$ cat src/hdl/sctb_pkg.sv
// Shared types and constants for the settable clock with debounced set buttons.
// No dependencies; imported by every module of the block.
package sctb_pkg;

  localparam int BUTTON_COUNT = 3;

  // Button roles by lane index
  localparam int BTN_MINUTE = 0;
  localparam int BTN_HOUR   = 1;
  localparam int BTN_BRIGHT = 2;

  // Time-of-day limits
  localparam logic [5:0] SEC_LAST   = 6'd59;
  localparam logic [6:0] MIN_MODULO = 7'd60;
  localparam logic [5:0] HOUR_MODULO = 6'd24;
  localparam logic [1:0] STAGE_RESET = 2'd2;

  // Register reset values
  localparam logic [9:0]  DEBOUNCE_RESET   = 10'd50;
  localparam logic [15:0] SHORT_HOLD_RESET = 16'd100;
  localparam logic [15:0] LONG_HOLD_RESET  = 16'd2000;
  localparam logic [15:0] REPEAT_RESET     = 16'd50;
  localparam logic [7:0]  LEVEL0_RESET     = 8'd254;
  localparam logic [7:0]  LEVEL1_RESET     = 8'd248;
  localparam logic [7:0]  LEVEL2_RESET     = 8'd156;
  localparam logic [7:0]  LEVEL3_RESET     = 8'd0;

  // Register map, word index
  typedef enum logic [2:0] {
    REG_DEBOUNCE   = 3'd0,
    REG_SHORT_HOLD = 3'd1,
    REG_LONG_HOLD  = 3'd2,
    REG_REPEAT     = 3'd3,
    REG_LEVEL0     = 3'd4,
    REG_LEVEL1     = 3'd5,
    REG_LEVEL2     = 3'd6,
    REG_LEVEL3     = 3'd7
  } reg_idx_t;

  // Hold and debounce settings shared by all lanes
  typedef struct packed {
    logic [9:0]  debounce_len;
    logic [15:0] short_hold_ticks;
    logic [15:0] long_hold_ticks;
    logic [15:0] repeat_interval;
  } hold_cfg_t;

  // What one button lane found during a sample step
  typedef struct packed {
    logic short_press;
    logic repeat_step;
    logic force_zero;
  } lane_evt_t;

endpackage

$ cat src/hdl/sctb_lane.sv
// One button lane: integrating debounce, hold counter, hold flags, repeat phase.
// Depends on sctb_pkg (hold_cfg_t, lane_evt_t).
module sctb_lane import sctb_pkg::*; (
  input  logic      clk,
  input  logic      rst,
  input  logic      step_en,
  input  logic      raw,
  input  logic      repeat_en,
  input  hold_cfg_t cfg,
  output logic      pressed,
  output logic      pressed_upd,
  output lane_evt_t evt
);

  logic [9:0]  integrator, integrator_next;
  logic [15:0] hold_count, hold_count_next;
  logic        short_flag, short_flag_next;
  logic        long_flag, long_flag_next;
  logic [15:0] repeat_phase, repeat_phase_next;
  logic        pressed_next;
  logic        short_press;

  logic [9:0]  integ_up, integ_dn;
  logic [15:0] hold_inc;
  logic [16:0] phase_inc;

  assign integ_up  = (integrator < cfg.debounce_len) ? integrator + 10'd1 : integrator;
  assign integ_dn  = (integrator != 10'd0) ? integrator - 10'd1 : integrator;
  assign hold_inc  = hold_count + 16'd1;
  assign phase_inc = {1'b0, repeat_phase} + 17'd1;

  // Sample step
  always_comb begin
    integrator_next   = integrator;
    hold_count_next   = hold_count;
    short_flag_next   = short_flag;
    long_flag_next    = long_flag;
    repeat_phase_next = repeat_phase;
    pressed_next      = pressed;
    short_press       = 1'b0;
    if (raw) begin
      integrator_next = integ_up;
      if (integ_up >= cfg.debounce_len) begin
        if (!pressed) begin
          pressed_next      = 1'b1;
          hold_count_next   = '0;
          short_flag_next   = 1'b0;
          long_flag_next    = 1'b0;
          repeat_phase_next = '0;
        end else begin
          hold_count_next = hold_inc;
          // phase tracks hold_count mod interval, restarting on timer wrap
          if (hold_inc == 16'd0) begin
            repeat_phase_next = '0;
          end else if (phase_inc >= {1'b0, cfg.repeat_interval}) begin
            repeat_phase_next = '0;
          end else begin
            repeat_phase_next = phase_inc[15:0];
          end
          if (hold_inc == cfg.short_hold_ticks) short_flag_next = 1'b1;
          if (hold_inc == cfg.long_hold_ticks)  long_flag_next  = 1'b1;
        end
      end
    end else begin
      integrator_next = integ_dn;
      if (integ_dn == 10'd0 && pressed) begin
        pressed_next    = 1'b0;
        short_press     = !short_flag && !long_flag;
        short_flag_next = 1'b0;
        long_flag_next  = 1'b0;
      end
    end
  end

  // Events seen by the merge stage, only on a sample step
  always_comb begin
    evt.short_press = step_en && short_press;
    evt.repeat_step = step_en && repeat_en && pressed_next && short_flag_next &&
                      (repeat_phase_next == 16'd0);
    evt.force_zero  = step_en && pressed_next && long_flag_next;
    pressed_upd     = step_en ? pressed_next : pressed;
  end

  // State registers
  always_ff @(posedge clk) begin
    if (rst) begin
      pressed      <= 1'b0;
      integrator   <= '0;
      hold_count   <= '0;
      short_flag   <= 1'b0;
      long_flag    <= 1'b0;
      repeat_phase <= '0;
    end else if (step_en) begin
      pressed      <= pressed_next;
      integrator   <= integrator_next;
      hold_count   <= hold_count_next;
      short_flag   <= short_flag_next;
      long_flag    <= long_flag_next;
      repeat_phase <= repeat_phase_next;
    end
  end

endmodule

$ cat src/hdl/sctb_time.sv
// Merge stage: time-of-day counter and brightness stage, driven by lane events.
// Depends on sctb_pkg (lane_evt_t, button roles, time limits).
module sctb_time import sctb_pkg::*; (
  input  logic        clk,
  input  logic        rst,
  input  logic        step_en,
  input  logic        second_tick,
  input  lane_evt_t   evt [BUTTON_COUNT],
  output logic [4:0]  hour_next,
  output logic [5:0]  minute_next,
  output logic [5:0]  second_next,
  output logic [1:0]  stage_next
);

  logic [4:0] hour_count;
  logic [5:0] min_count;
  logic [5:0] sec_count;
  logic [1:0] bright_stage;

  logic       sec_wrap, min_step, hour_step, min_carry;
  logic [6:0] min_sum;
  logic [5:0] hour_sum;

  // Second tick first, then at most one minute step and one hour step
  always_comb begin
    sec_wrap  = second_tick && (sec_count == SEC_LAST);
    min_step  = evt[BTN_MINUTE].short_press || evt[BTN_MINUTE].repeat_step;
    hour_step = evt[BTN_HOUR].short_press || evt[BTN_HOUR].repeat_step;

    min_sum   = {1'b0, min_count} + {6'd0, sec_wrap} + {6'd0, min_step};
    min_carry = (min_sum >= MIN_MODULO);
    minute_next = min_carry ? 6'(min_sum - MIN_MODULO) : min_sum[5:0];

    if (min_step) begin
      second_next = '0;
    end else if (second_tick) begin
      second_next = sec_wrap ? 6'd0 : sec_count + 6'd1;
    end else begin
      second_next = sec_count;
    end

    hour_sum  = {1'b0, hour_count} + {5'd0, min_carry} + {5'd0, hour_step};
    hour_next = (hour_sum >= HOUR_MODULO) ? 5'(hour_sum - HOUR_MODULO) : hour_sum[4:0];
  end

  // Brightness: cycle on a short press, forced low by a long hold
  always_comb begin
    priority if (evt[BTN_BRIGHT].force_zero) begin
      stage_next = 2'd0;
    end else if (evt[BTN_BRIGHT].short_press) begin
      stage_next = bright_stage + 2'd1;
    end else begin
      stage_next = bright_stage;
    end
  end

  always_ff @(posedge clk) begin
    if (rst) begin
      hour_count   <= '0;
      min_count    <= '0;
      sec_count    <= '0;
      bright_stage <= STAGE_RESET;
    end else if (step_en) begin
      hour_count   <= hour_next;
      min_count    <= minute_next;
      sec_count    <= second_next;
      bright_stage <= stage_next;
    end
  end

endmodule

$ cat src/hdl/settable_clock_with_button_hold.sv
// Top level: register port, three button lanes, merge stage, result register.
// Depends on sctb_pkg, sctb_lane and sctb_time.
//
//  channel  | handshake                     | payload
//  item     | item_valid / item_ready       | second_tick, sample_tick, buttons_raw
//  result   | result_valid / result_ready   | hour_now .. buttons_debounced
//  config   | psel, penable, pwrite, pready | paddr, pwdata, prdata
//
// One item per cycle while ready: all state updates in the cycle of the
// transfer, the result is held in one output register. item_ready drops only while
// that register is full and not being taken. Results follow in the next cycle.
// Synchronous reset clears time to 00:00:00, stage 2, all button state and
// restores the register defaults; no clearing pass is needed.
module settable_clock_with_button_hold import sctb_pkg::*; (
  input  logic        clk,
  input  logic        rst,
  // item channel
  input  logic        item_valid,
  output logic        item_ready,
  input  logic        second_tick,
  input  logic        sample_tick,
  input  logic [2:0]  buttons_raw,
  // result channel
  output logic        result_valid,
  input  logic        result_ready,
  output logic [4:0]  hour_now,
  output logic [5:0]  minute_now,
  output logic [5:0]  second_now,
  output logic [1:0]  stage_now,
  output logic [7:0]  pwm_level,
  output logic [2:0]  buttons_debounced,
  // register port
  input  logic        psel,
  input  logic        penable,
  input  logic        pwrite,
  input  logic [4:0]  paddr,
  input  logic [31:0] pwdata,
  output logic [31:0] prdata,
  output logic        pready
);

  hold_cfg_t cfg;
  logic [7:0] level [4];
  logic       reg_write;
  reg_idx_t   reg_idx;

  logic       accept, sample_en;
  lane_evt_t  evt [BUTTON_COUNT];
  logic [BUTTON_COUNT-1:0] pressed_vec, pressed_upd;

  logic [4:0] hour_next;
  logic [5:0] minute_next, second_next;
  logic [1:0] stage_next;

  // Register port
  assign pready    = 1'b1;
  assign reg_write = psel && penable && pwrite && pready;
  assign reg_idx   = reg_idx_t'(paddr[4:2]);

  always_ff @(posedge clk) begin
    if (rst) begin
      cfg.debounce_len     <= DEBOUNCE_RESET;
      cfg.short_hold_ticks <= SHORT_HOLD_RESET;
      cfg.long_hold_ticks  <= LONG_HOLD_RESET;
      cfg.repeat_interval  <= REPEAT_RESET;
      level[0]             <= LEVEL0_RESET;
      level[1]             <= LEVEL1_RESET;
      level[2]             <= LEVEL2_RESET;
      level[3]             <= LEVEL3_RESET;
    end else if (reg_write) begin
      unique case (reg_idx)
        REG_DEBOUNCE:   cfg.debounce_len     <= pwdata[9:0];
        REG_SHORT_HOLD: cfg.short_hold_ticks <= pwdata[15:0];
        REG_LONG_HOLD:  cfg.long_hold_ticks  <= pwdata[15:0];
        REG_REPEAT:     cfg.repeat_interval  <= pwdata[15:0];
        REG_LEVEL0:     level[0]             <= pwdata[7:0];
        REG_LEVEL1:     level[1]             <= pwdata[7:0];
        REG_LEVEL2:     level[2]             <= pwdata[7:0];
        REG_LEVEL3:     level[3]             <= pwdata[7:0];
      endcase
    end
  end

  // Read back
  always_comb begin
    unique case (reg_idx)
      REG_DEBOUNCE:   prdata = {22'd0, cfg.debounce_len};
      REG_SHORT_HOLD: prdata = {16'd0, cfg.short_hold_ticks};
      REG_LONG_HOLD:  prdata = {16'd0, cfg.long_hold_ticks};
      REG_REPEAT:     prdata = {16'd0, cfg.repeat_interval};
      REG_LEVEL0:     prdata = {24'd0, level[0]};
      REG_LEVEL1:     prdata = {24'd0, level[1]};
      REG_LEVEL2:     prdata = {24'd0, level[2]};
      REG_LEVEL3:     prdata = {24'd0, level[3]};
    endcase
  end

  // Item transfer
  assign item_ready = !result_valid || result_ready;
  assign accept     = item_valid && item_ready;
  assign sample_en  = accept && sample_tick;

  // Button lanes
  for (genvar g = 0; g < BUTTON_COUNT; g++) begin : g_lane
    sctb_lane u_lane (
      .clk         (clk),
      .rst         (rst),
      .step_en     (sample_en),
      .raw         (buttons_raw[g]),
      .repeat_en   (g != BTN_BRIGHT),
      .cfg         (cfg),
      .pressed     (pressed_vec[g]),
      .pressed_upd (pressed_upd[g]),
      .evt         (evt[g])
    );
  end

  // Merge stage
  sctb_time u_time (
    .clk         (clk),
    .rst         (rst),
    .step_en     (accept),
    .second_tick (second_tick),
    .evt         (evt),
    .hour_next   (hour_next),
    .minute_next (minute_next),
    .second_next (second_next),
    .stage_next  (stage_next)
  );

  // Result register
  always_ff @(posedge clk) begin
    if (rst) begin
      result_valid <= 1'b0;
    end else if (accept) begin
      result_valid <= 1'b1;
    end else if (result_ready) begin
      result_valid <= 1'b0;
    end
  end

  always_ff @(posedge clk) begin
    if (accept) begin
      hour_now          <= hour_next;
      minute_now        <= minute_next;
      second_now        <= second_next;
      stage_now         <= stage_next;
      pwm_level         <= level[stage_next];
      buttons_debounced <= pressed_upd;
    end
  end

  // Checks
  a_ready_when_empty: assert property (@(posedge clk) disable iff (rst)
    !result_valid |-> item_ready)
    else $error("item_ready low with empty result register");

  a_result_follows: assert property (@(posedge clk) disable iff (rst)
    accept |=> result_valid)
    else $error("transfer did not produce a result");

  a_time_range: assert property (@(posedge clk) disable iff (rst)
    result_valid |-> (hour_now < 5'd24 && minute_now < 6'd60 && second_now < 6'd60))
    else $error("time field out of range");

  a_no_sample_hold: assert property (@(posedge clk) disable iff (rst)
    (accept && !sample_tick) |=> (pressed_vec == $past(pressed_vec)))
    else $error("button state changed without a sample tick");

endmodule
$ cat config.mk
export PLATFORM = sky130hd
export DESIGN_NAME = settable_clock_with_button_hold
export DESIGN_NICKNAME = d
export VERILOG_FILES = /design/src/hdl/sctb_pkg.sv /design/src/hdl/sctb_lane.sv /design/src/hdl/sctb_time.sv /design/src/hdl/settable_clock_with_button_hold.sv
export SDC_FILE = /design/constraint.sdc
export NUM_CORES = 1
export LEC_CHECK = 0
export BUFFER_PORTS_ARGS = -buffer_cell sky130_fd_sc_hd__buf_2
export CORE_MARGIN = 2
export CORE_UTILIZATION = 35
export CTS_BUF_LIST = sky130_fd_sc_hd__clkbuf_2 sky130_fd_sc_hd__clkbuf_4 sky130_fd_sc_hd__clkbuf_8
export DETAILED_ROUTE_END_ITERATION = 8
export GPL_TIMING_DRIVEN = 0
export SYNTH_ARGS = -nofsm -noshare
export SYNTH_HDL_FRONTEND = slang
export SYNTH_SLANG_ARGS = --single-unit
export TNS_END_PERCENT = 20
$ cat constraint.sdc
create_clock -name clk -period 9.25 [get_ports clk]
set_input_delay 1.85 -clock clk [delete_from_list [all_inputs] [get_ports clk]]
set_output_delay 1.85 -clock clk [all_outputs]
set_load 0.005 [all_outputs]
==> impl_metrics.json, run 1 <==
{
  "drive_above_1_share": 0.106,
  "synth_edf_count": 62,
  "synth_most_common_cell": "nand2_1",
  "area_growth_pct": 13.1,
  "first_global_vias": 17700,
  "holdWs_ns": 0.456,
  "placed_area_mm2": 0.0203,
  "insertion_delay_ns": 0.66,
  "clk_path_buf_depth": 3,
  "setup_violations": 0,
  "die-area_mm2": 0.0562,
  "finalCriticalPeriod_ns": 8.65,
  "hold_buffers": 0,
  "num_vias": 19000,
  "worst-path-buf-inv": 5,
  "critPathTopFamily": "compound AO/OA/AOI/OAI gates",
  "worst_clock_skew_ns": 0.0286,
  "wl_per_cell_um": 20.6,
  "regArea_mm2": 0.00581,
  "hold_class": "flip-flop to flip-flop",
  "first_iter_violations": 1697,
  "clock_sinks": 259,
  "syn_area_per_cell_um2": 7.89,
  "drc": 0,
  "setup_slack_ns": 0.602,
  "h-tree-depth": 2,
  "ys_types": 97,
  "multi_input_comb_area_mm2": 0.0122,
  "io_buffers": 74,
  "max_stage_delay_ns": 0.46,
  "synth_top_family_by_area": "simple AND/OR/NAND/NOR gates",
  "synth_top_cell_area_share": 0.208,
  "arrival_ns": 9.20,
  "cap_violations": 0,
  "max_freq_mhz": 116,
  "ys_seq_elements": 259,
  "power_density_mw_per_mm2": 136,
  "relSlewSlack": 0.172,
  "fin_tns_setup_ns": 0,
  "crit_path_top_delay_cell": "a2111oi_1",
  "viasPerCell": 5.78,
  "finalWeightedCongestion": 0.976,
  "power_mw": 2.92,
  "fillers": 5464,
  "final.period_utilization": 0.935,
  "core_mm2": 0.0537,
  "ant_nets": 0,
  "crit_required_ns": 9.81,
  "synth_fa_ha_area_frac": 0.0706,
  "die-height_um": 237,
  "ys_seq_area_frac": 0.306,
  "tightest_slew_ns": 1.23,
  "worstSetupPathType": "flip-flop to flip-flop",
  "io_pins": 114,
  "die_w_um": 237,
  "layout.nets": 2711,
  "rsz0062_at_grt": "no",
  "grt.overflow.total": 0,
  "muxShareOfSynthArea": 0.0262,
  "p_leak_nw": 8.21,
  "syn_area_mm2": 0.0190,
  "final_area_mm2": 0.0215,
  "grtUsageTotal": 0.235,
  "yosysTopAreaCell": "dfxtp_1",
  "syn-instance-count": 2407,
  "synthArstFlopShare": 0,
  "dr.pass1.iters": 5,
  "hold_viol": 0,
  "num_rows": 85,
  "cts-buffers-inserted": 47,
  "cts_tree": "done",
  "synthTopCellsByArea": "dfxtp_1 21%, edfxtp_1 9.8%, ha_1 6.8%",
  "synth_commonest_cells": "285 x nand2_1, 213 x a21oi_1, 197 x dfxtp_1",
  "post-dp-hpwl_um": 50800,
  "synth_xor_xnor_area_share": 0.0973,
  "cts_root_buf": "clkbuf_8",
  "pre_cts_ws_ns": -0.594,
  "maxSlewViolCount": 0,
  "worstSetupEndpointType": "flip-flop",
  "vdd_ir_drop_max_v": 0.0000866,
  "clkTransAtPathRegs_ns": 0.06,
  "r2r_setup_slack_ns": 0.60,
  "ys_warn_count": 0,
  "initial_core_util": 0.354,
  "antenna_found_initial": 1,
  "drt_wl_total_um": 67900,
  "grt_max_degree": 29,
  "synthSimpleGateAreaFrac": 0.259,
  "critPathLaunchType": "flip-flop",
  "synth-main-ff-cell": "dfxtp_1",
  "cp_max_fo": 8,
  "grt_pass1_wl_um": 104000,
  "status": "finished, final reports clean",
  "synth-compound-area-share": 0.180
}
cell usage in the layout (no fill, tap or decap), drive strengths merged, types with 9 or more instances in the layout:
master	Yosys	routed
a211oi	16	16
and3	26	26
a211o	9	9
or4	11	11
and4	17	17
nor3b	13	13
edfxtp	62	62
o31ai	9	9
a21o	28	28
o211ai	16	16
clkbuf	145	215
nand3	119	119
and2	37	37
a22oi	16	16
nor2b	17	17
xnor2	127	127
nor3	72	72
nand3b	20	20
mux2i	25	25
nand4	47	47
buf	56	141
nand2b	25	25
or3	40	40
a2111oi	10	10
inv	70	68
nor4	46	46
a21oi	214	214
mux2	12	12
dfxtp	197	197
nand2	285	285
ha	104	104
a31oi	37	37
conb	2	17
o21ai	104	104
nor2	186	186
xor2	71	71
layer usage:
layer  GRT usage  share of wire  vias to the layer above
li1            -              -                     8895
met1       0.325           0.44                     9128
met2       0.360           0.44                      843
met3      0.0499          0.086                      154
met4      0.0871          0.036                        0
met5           0              0                        -
worst reg2reg max path, delay by kind of cell (launching register included):
family / cells / cell delay (ns)
flops: 1 / 0.38
compound gates: 14 / 2.52
buf+inv: 5 / 0.88
fa+ha+maj: 7 / 2.18
simple gates: 12 / 2.02
xor+xnor: 3 / 0.55
layout make-up:
cell class                 count  share of cell area
clock inverter                13             0.00606
clock buffer                  70              0.0405
antenna                        2            0.000233
inverter                      71              0.0128
sequential                   259               0.270
buffer                       201              0.0412
tap                          696              0.0405
timing repair buffer          86              0.0219
multi-input combinational   1890               0.567
final timing paths:
path,endpoint,start,cells past startpoint
max reg2reg,u_time.hour_count[3],cfg[53],41
max,u_time.hour_count[3],cfg[53],41
min,cfg[2],cfg[2],2
min reg2reg,cfg[2],cfg[2],2
cells by family (layout without fill, tap and decap cells):
kind of cell / count (synthesis) / after routing
other cells: 2 / 19
mux: 42 / 42
xor+xnor: 203 / 203
fa+ha+maj: 106 / 106
compound gates: 544 / 544
flops: 259 / 259
simple gates: 978 / 978
buf+inv: 273 / 441
registers in the layout, indices dropped and copies added (netlist names):
signal                      cells
buttons_debounced               3
cfg                            58
g_lane.u_lane.hold_count       48
g_lane.u_lane.integrator       30
g_lane.u_lane.long_flag         3
g_lane.u_lane.pressed           3
g_lane.u_lane.repeat_phase     32
g_lane.u_lane.short_flag        3
hour_now                        5
level                          32
minute_now                      6
pwm_level                       8
result_valid                    1
second_now                      6
stage_now                       2
u_time.bright_stage             2
u_time.hour_count               5
u_time.min_count                6
u_time.sec_count                6
where the power goes:
part | internal (mW) | switching [mW]
logic | 0.180 | 0.331
clock network | 0.657 | 0.539
registers | 1.19 | 0.0251
total | 2.03 | 0.895
metrics by stage:
stage,cells,util
2_1_floorplan,2422,-
3_3_place_gp,3192,0.378
3_5_place_dp,3193,0.378
6_report,3288,0.400
5_1_grt,3287,0.400
4_1_cts,3277,0.398
timing repair:
action,CTS,global route
setup endpoints to repair,8,8
cloned,0,0
setup buffers,1,9
gates resized for setup,4,15
hold endpoints to repair,0,0
pin swaps,1,4
No activity file was read; power rests on OpenSTA's default activity.
==> run 2: changes to the inputs <==
CORE_MARGIN = default   (was 2)
CORE_UTILIZATION = 60   (was 35)
PLACE_DENSITY = 0.79   (was default)
==> run 2 against run 1 <==
  * Critical path type unchanged
  * Setup slack worse by 0.0015 ns
  * Die area down 42%
  * Non-clock buffer count up 2
  * Routed wire length down 5.2%
  * Clock power up 11%
  * Combinational power about the same
  * The run now ends with DRC left
  * Design area down 1.1%
  * Core utilization up 29 points
  * Register-to-register slack about the same
  * Sequential share of layout area up 0.30 points
  * Maximum frequency about the same
  * Largest cell class unchanged
==> impl_metrics.json, run 2 (synthesized netlist as in run 1, its figures left out) <==
{
  "num_vias": 19300,
  "max_freq_mhz": 116,
  "critPathLaunchType": "flip-flop",
  "placed_cells": 2893,
  "drt_wl_total_um": 64400,
  "maxSlewViolCount": 0,
  "die_w_um": 180,
  "worstSetupEndpointType": "flip-flop",
  "cts_root_buf": "clkbuf_8",
  "placed_area_mm2": 0.0199,
  "area_growth_pct": 11.9,
  "hold_buffers": 0,
  "top_regs": "cfg (58), g_lane.u_lane.hold_count (48)",
  "fin_cells": 2989,
  "initial_core_util": 0.616,
  "antenna_found_initial": 0,
  "cap_violations": 0,
  "r2r_setup_slack_ns": 0.60,
  "cp_max_fo": 7,
  "num_rows": 64,
  "largest_reg_flops": 58,
  "setup_violations": 0,
  "ant_nets": 0,
  "final_common_cell": "nand2_1",
  "relSlewSlack": 0.204,
  "h-tree-depth": 2,
  "p_leak_nw": 8.31,
  "hold_viol": 0,
  "multi_input_comb_area_mm2": 0.0122,
  "layout.nets": 2712,
  "regArea_mm2": 0.00581,
  "io_buffers": 74,
  "worstSetupPathType": "flip-flop to flip-flop",
  "drc": 6,
  "grt_pass1_wl_um": 99900,
  "status": "finished, violations left",
  "viasPerCell": 6.44,
  "cts-buffers-inserted": 46,
  "tightest_slew_ns": 1.18,
  "clk_path_buf_depth": 3,
  "cts_tree": "done",
  "mostFrequentLayoutCells": "285 x nand2_1, 212 x a21oi_1, 196 x dfxtp_1",
  "arrival_ns": 9.16,
  "post-dp-hpwl_um": 47300,
  "die-area_mm2": 0.0324,
  "max_stage_delay_ns": 0.47,
  "diodes": 0,
  "grt_max_degree": 27,
  "dr.pass1.iters": 8,
  "violations": "DRC",
  "worst_clock_skew_ns": 0.0442,
  "final_area_mm2": 0.0213,
  "first_global_vias": 17800,
  "fin_util": 0.690,
  "regMostFlops": "cfg",
  "crit_path_top_delay_cell": "fa_1",
  "core_mm2": 0.0308,
  "crit_required_ns": 9.76,
  "fillers": 2611,
  "first_iter_violations": 2402,
  "die-height_um": 180,
  "drive_above_1_share": 0.105,
  "vdd_ir_drop_max_v": 0.000130,
  "power_density_mw_per_mm2": 144,
  "finalCriticalPeriod_ns": 8.65,
  "wl_per_cell_um": 21.5,
  "clock_sinks": 259,
  "hold_class": "flip-flop to flip-flop",
  "final.period_utilization": 0.935,
  "insertion_delay_ns": 0.62,
  "finalWeightedCongestion": 0.969,
  "grt.overflow.total": 0,
  "fin_tns_setup_ns": 0,
  "grtUsageTotal": 0.390,
  "power_mw": 3.05,
  "clkTransAtPathRegs_ns": 0.07,
  "io_pins": 114
}
## run 2: cell count changes in the layout (fill, tap and decap cells not counted), moves of 2 or more
| cell | before | now |
|---|---|---|
| buf_4 | 33 | 36 |
| bufinv_16 | 2 | 8 |
| clkbuf_8 | 55 | 53 |
| clkinv_1 | 1 | 6 |
| clkinv_2 | 5 | 1 |
| clkinvlp_4 | 8 | 3 |
| diode_2 | 2 | 0 |
| o21ai_0 | 95 | 97 |
| o21ai_2 | 3 | 1 |
## run 2: report_power, final
group / internal [mW] / switching [mW] / leakage [nW]
combinational: 0.180 / 0.331 / 5.53
clock: 0.809 / 0.518 / 0.585
sequential: 1.19 / 0.0249 / 2.20
total: 2.18 / 0.874 / 8.31
## run 2: worst max-delay path: cells and delay by family, from the launching register on
family | cells | cell delay [ns]
AOI/OAI and AO/OA | 16 | 3.04
xor gates and xnor gates | 3 | 0.49
adders and majority gates | 6 | 2.16
buffers and inverters | 3 | 0.54
DFF | 1 | 0.41
and+or+nand+nor | 13 | 1.89
## run 2: cell type report
type                       instances  area share
multi-input combinational       1890       0.572
sequential                       259       0.273
buffer                           200      0.0415
clock buffer                      68      0.0396
timing repair buffer              89      0.0242
tap                              396      0.0233
clock inverter                    16      0.0134
inverter                          71      0.0131
## run 2: path summary, 6_finish.rpt
kind,to,from,depth (start not counted)
max,u_time.hour_count[3],cfg[53],41
min,cfg[2],cfg[2],2
max reg2reg,u_time.hour_count[3],cfg[53],41
min reg2reg,cfg[2],cfg[2],2
## run 2: metrics by stage
stage          setup slack (ns)  hold slack, ns
2_1_floorplan              1.66           0.436
3_3_place_gp             -0.344           0.441
3_5_place_dp             -0.424           0.446
4_1_cts                  0.0859           0.454
5_1_grt                 -0.0419           0.474
6_report                  0.601           0.457
## run 2: repair_timing
item	in CTS	in global routing
resized for setup	4	10
setup buffers	0	14
endpoints found under the setup margin	8	9
pin swaps	0	2
## run 2: layer usage
| layer | vias to the layer above | track usage | wire length (µm) |
|---|---|---|---|
| li1 | 8908 | - | - |
| met1 | 8995 | 0.530 | 26200 |
| met2 | 1134 | 0.593 | 27700 |
| met3 | 219 | 0.0669 | 6910 |
| met4 | 0 | 0.207 | 3570 |
| met5 | - | 0 | 0 |
==> run 3: changes to the inputs <==
CELL_PAD_IN_SITES_DETAIL_PLACEMENT = 0   (was default)
CELL_PAD_IN_SITES_GLOBAL_PLACEMENT = 1   (was default)
CORE_UTILIZATION = 45   (was 60)
PLACE_DENSITY = default   (was 0.79)
PLACE_DENSITY_LB_ADDON = 0.1   (was default)
==> run 3 against run 2 <==
  * The flow now finishes without violations
  * Routed wire length up 6.1%
  * Die area up 33%
  * Power down 1.7%
  * Largest cell class unchanged
  * Register-to-register slack better by 0.16 ns
  * Worst hold slack better by 0.00071 ns
  * Final cell count up 4.6%
==> impl_metrics.json, run 3 (synthesized netlist as in run 1, its figures left out) <==
{
  "grt_pass1_wl_um": 105000,
  "io_buffers": 74,
  "first_global_vias": 17500,
  "crit_required_ns": 9.80,
  "max_stage_delay_ns": 0.49,
  "critPathLaunchType": "flip-flop",
  "p_switching_mw": 0.911,
  "status": "finished, final reports clean",
  "die-height_um": 207,
  "grt.met1_usage": 0.435,
  "post-dp-hpwl_um": 50600,
  "hold_class": "flip-flop to flip-flop",
  "grtUsageTotal": 0.313,
  "power_density_mw_per_mm2": 141,
  "arrival_ns": 9.04,
  "die_w_um": 207,
  "finalWeightedCongestion": 0.940,
  "drive_above_1_share": 0.105,
  "cts-buffers-inserted": 50,
  "hold_viol": 0,
  "maxSlewViolCount": 0,
  "vdd_ir_drop_max_v": 0.000123,
  "num_vias": 18700,
  "largest_reg_flops": 58,
  "clock_sinks": 259,
  "die-area_mm2": 0.0430,
  "tightest_slew_ns": 1.23,
  "fin_util": 0.518,
  "switching_share": 0.304,
  "dr.pass1.iters": 5,
  "grt.overflow.total": 0,
  "mostFrequentLayoutCells": "285 x nand2_1, 212 x a21oi_1, 197 x dfxtp_1",
  "area_growth_pct": 12.4,
  "clk_path_buf_depth": 3,
  "critPathTopFamily": "compound AO/OA/AOI/OAI gates",
  "top_regs": "cfg (58), g_lane.u_lane.hold_count (48)",
  "worstSetupEndpointType": "flip-flop",
  "core_mm2": 0.0412,
  "cap_violations": 0,
  "final_common_cell": "nand2_1",
  "max_freq_mhz": 118,
  "drt_wl_total_um": 68300,
  "grt_use_met3": 0.0452,
  "layout.nets": 2709,
  "setup_violations": 0,
  "p_clk_frac": 0.426,
  "finalCriticalPeriod_ns": 8.49,
  "combPwrFrac": 0.169,
  "drc": 0,
  "worstSetupPathType": "flip-flop to flip-flop",
  "ant_nets": 0,
  "fin_tns_setup_ns": 0,
  "grt_max_degree": 26,
  "insertion_delay_ns": 0.67,
  "num_rows": 74,
  "top_usage_layer": "met2",
  "p_int_mw": 2.09,
  "initial_core_util": 0.461,
  "io_pins": 114,
  "rsz0062_at_grt": "no",
  "h-tree-depth": 2,
  "power_mw": 3.00,
  "crit_path_top_delay_cell": "inv_1",
  "met2_usage": 0.477,
  "first_iter_violations": 1730,
  "cts_tree": "done",
  "holdWs_ns": 0.458,
  "wl_per_cell_um": 21.9,
  "p_leak_nw": 8.28,
  "power.share.sequential": 0.405,
  "relSlewSlack": 0.174,
  "viasPerCell": 5.99,
  "cts_root_buf": "clkbuf_8",
  "diodes": 0,
  "antenna_found_initial": 0,
  "regMostFlops": "cfg",
  "worst-path-buf-inv": 3,
  "worst_clock_skew_ns": 0.0367,
  "final.period_utilization": 0.917,
  "cp_max_fo": 7,
  "clkTransAtPathRegs_ns": 0.06
}
[run 3: through the flow]
| stage | cell area [µm²] | setup slack, ns | std cells |
|---|---|---|---|
| 6_report | 21300 | 0.765 | 3127 |
| 5_1_grt | 21300 | 0.0278 | 3127 |
| 4_1_cts | 21200 | 0.123 | 3122 |
| 3_5_place_dp | 20100 | -0.587 | 3029 |
| 3_3_place_gp | 20100 | -0.598 | 3028 |
| 2_1_floorplan | 19100 | 1.66 | 2422 |
[run 3: worst paths after layout]
check                           startpoint                   end  slack (ns)  depth (start not counted)
worst max-delay path               cfg[50]  u_time.hour_count[3]        0.76                         40
worst min-delay path                cfg[2]                cfg[2]        0.46                          2
worst max register to register     cfg[50]  u_time.hour_count[3]        0.76                         40
worst min register to register      cfg[2]                cfg[2]        0.46                          2
[run 3: routing by layer]
layer  part of all wire  vias to the layer above  wire (µm)
met5                  0                        -          0
met4              0.046                        0       3130
met2               0.43                      772      29400
li1                   -                     8915          -
met3              0.075                      157       5160
met1               0.45                     8880      30600
[run 3: layout make-up]
class,count,area (µm²)
flip-flops and latches,259,5810
multi-input cells,1890,12100
plain buffers,200,882
repair buffers,82,475
fillers,4081,19900
clock buffers,79,962
well taps,532,666
inverters,71,274
clock inverters,14,136
[run 3: power groups by stage]
stage	clock network [mW]	registers, mW	logic [mW]
floorplan	0	1.23	0.337
detailed placement	0	1.24	0.487
global route	1.34	1.22	0.554
finish	1.28	1.21	0.506
global placement	0	1.24	0.483
CTS	1.30	1.21	0.492
[run 3: tightest hold or removal path: stages, from the launching register on]
cell     delay [ns]
dfxtp_1        0.31
nand2_1        0.05
a21oi_1        0.05
[run 3: timing repair]
| item | in CTS | in global routing |
|---|---|---|
| resized for setup | 4 | 6 |
| buffers inserted | 0 | 7 |
| hold buffers | 0 | 0 |
| setup endpoints to repair | 10 | 10 |
| pin swaps | 0 | 2 |
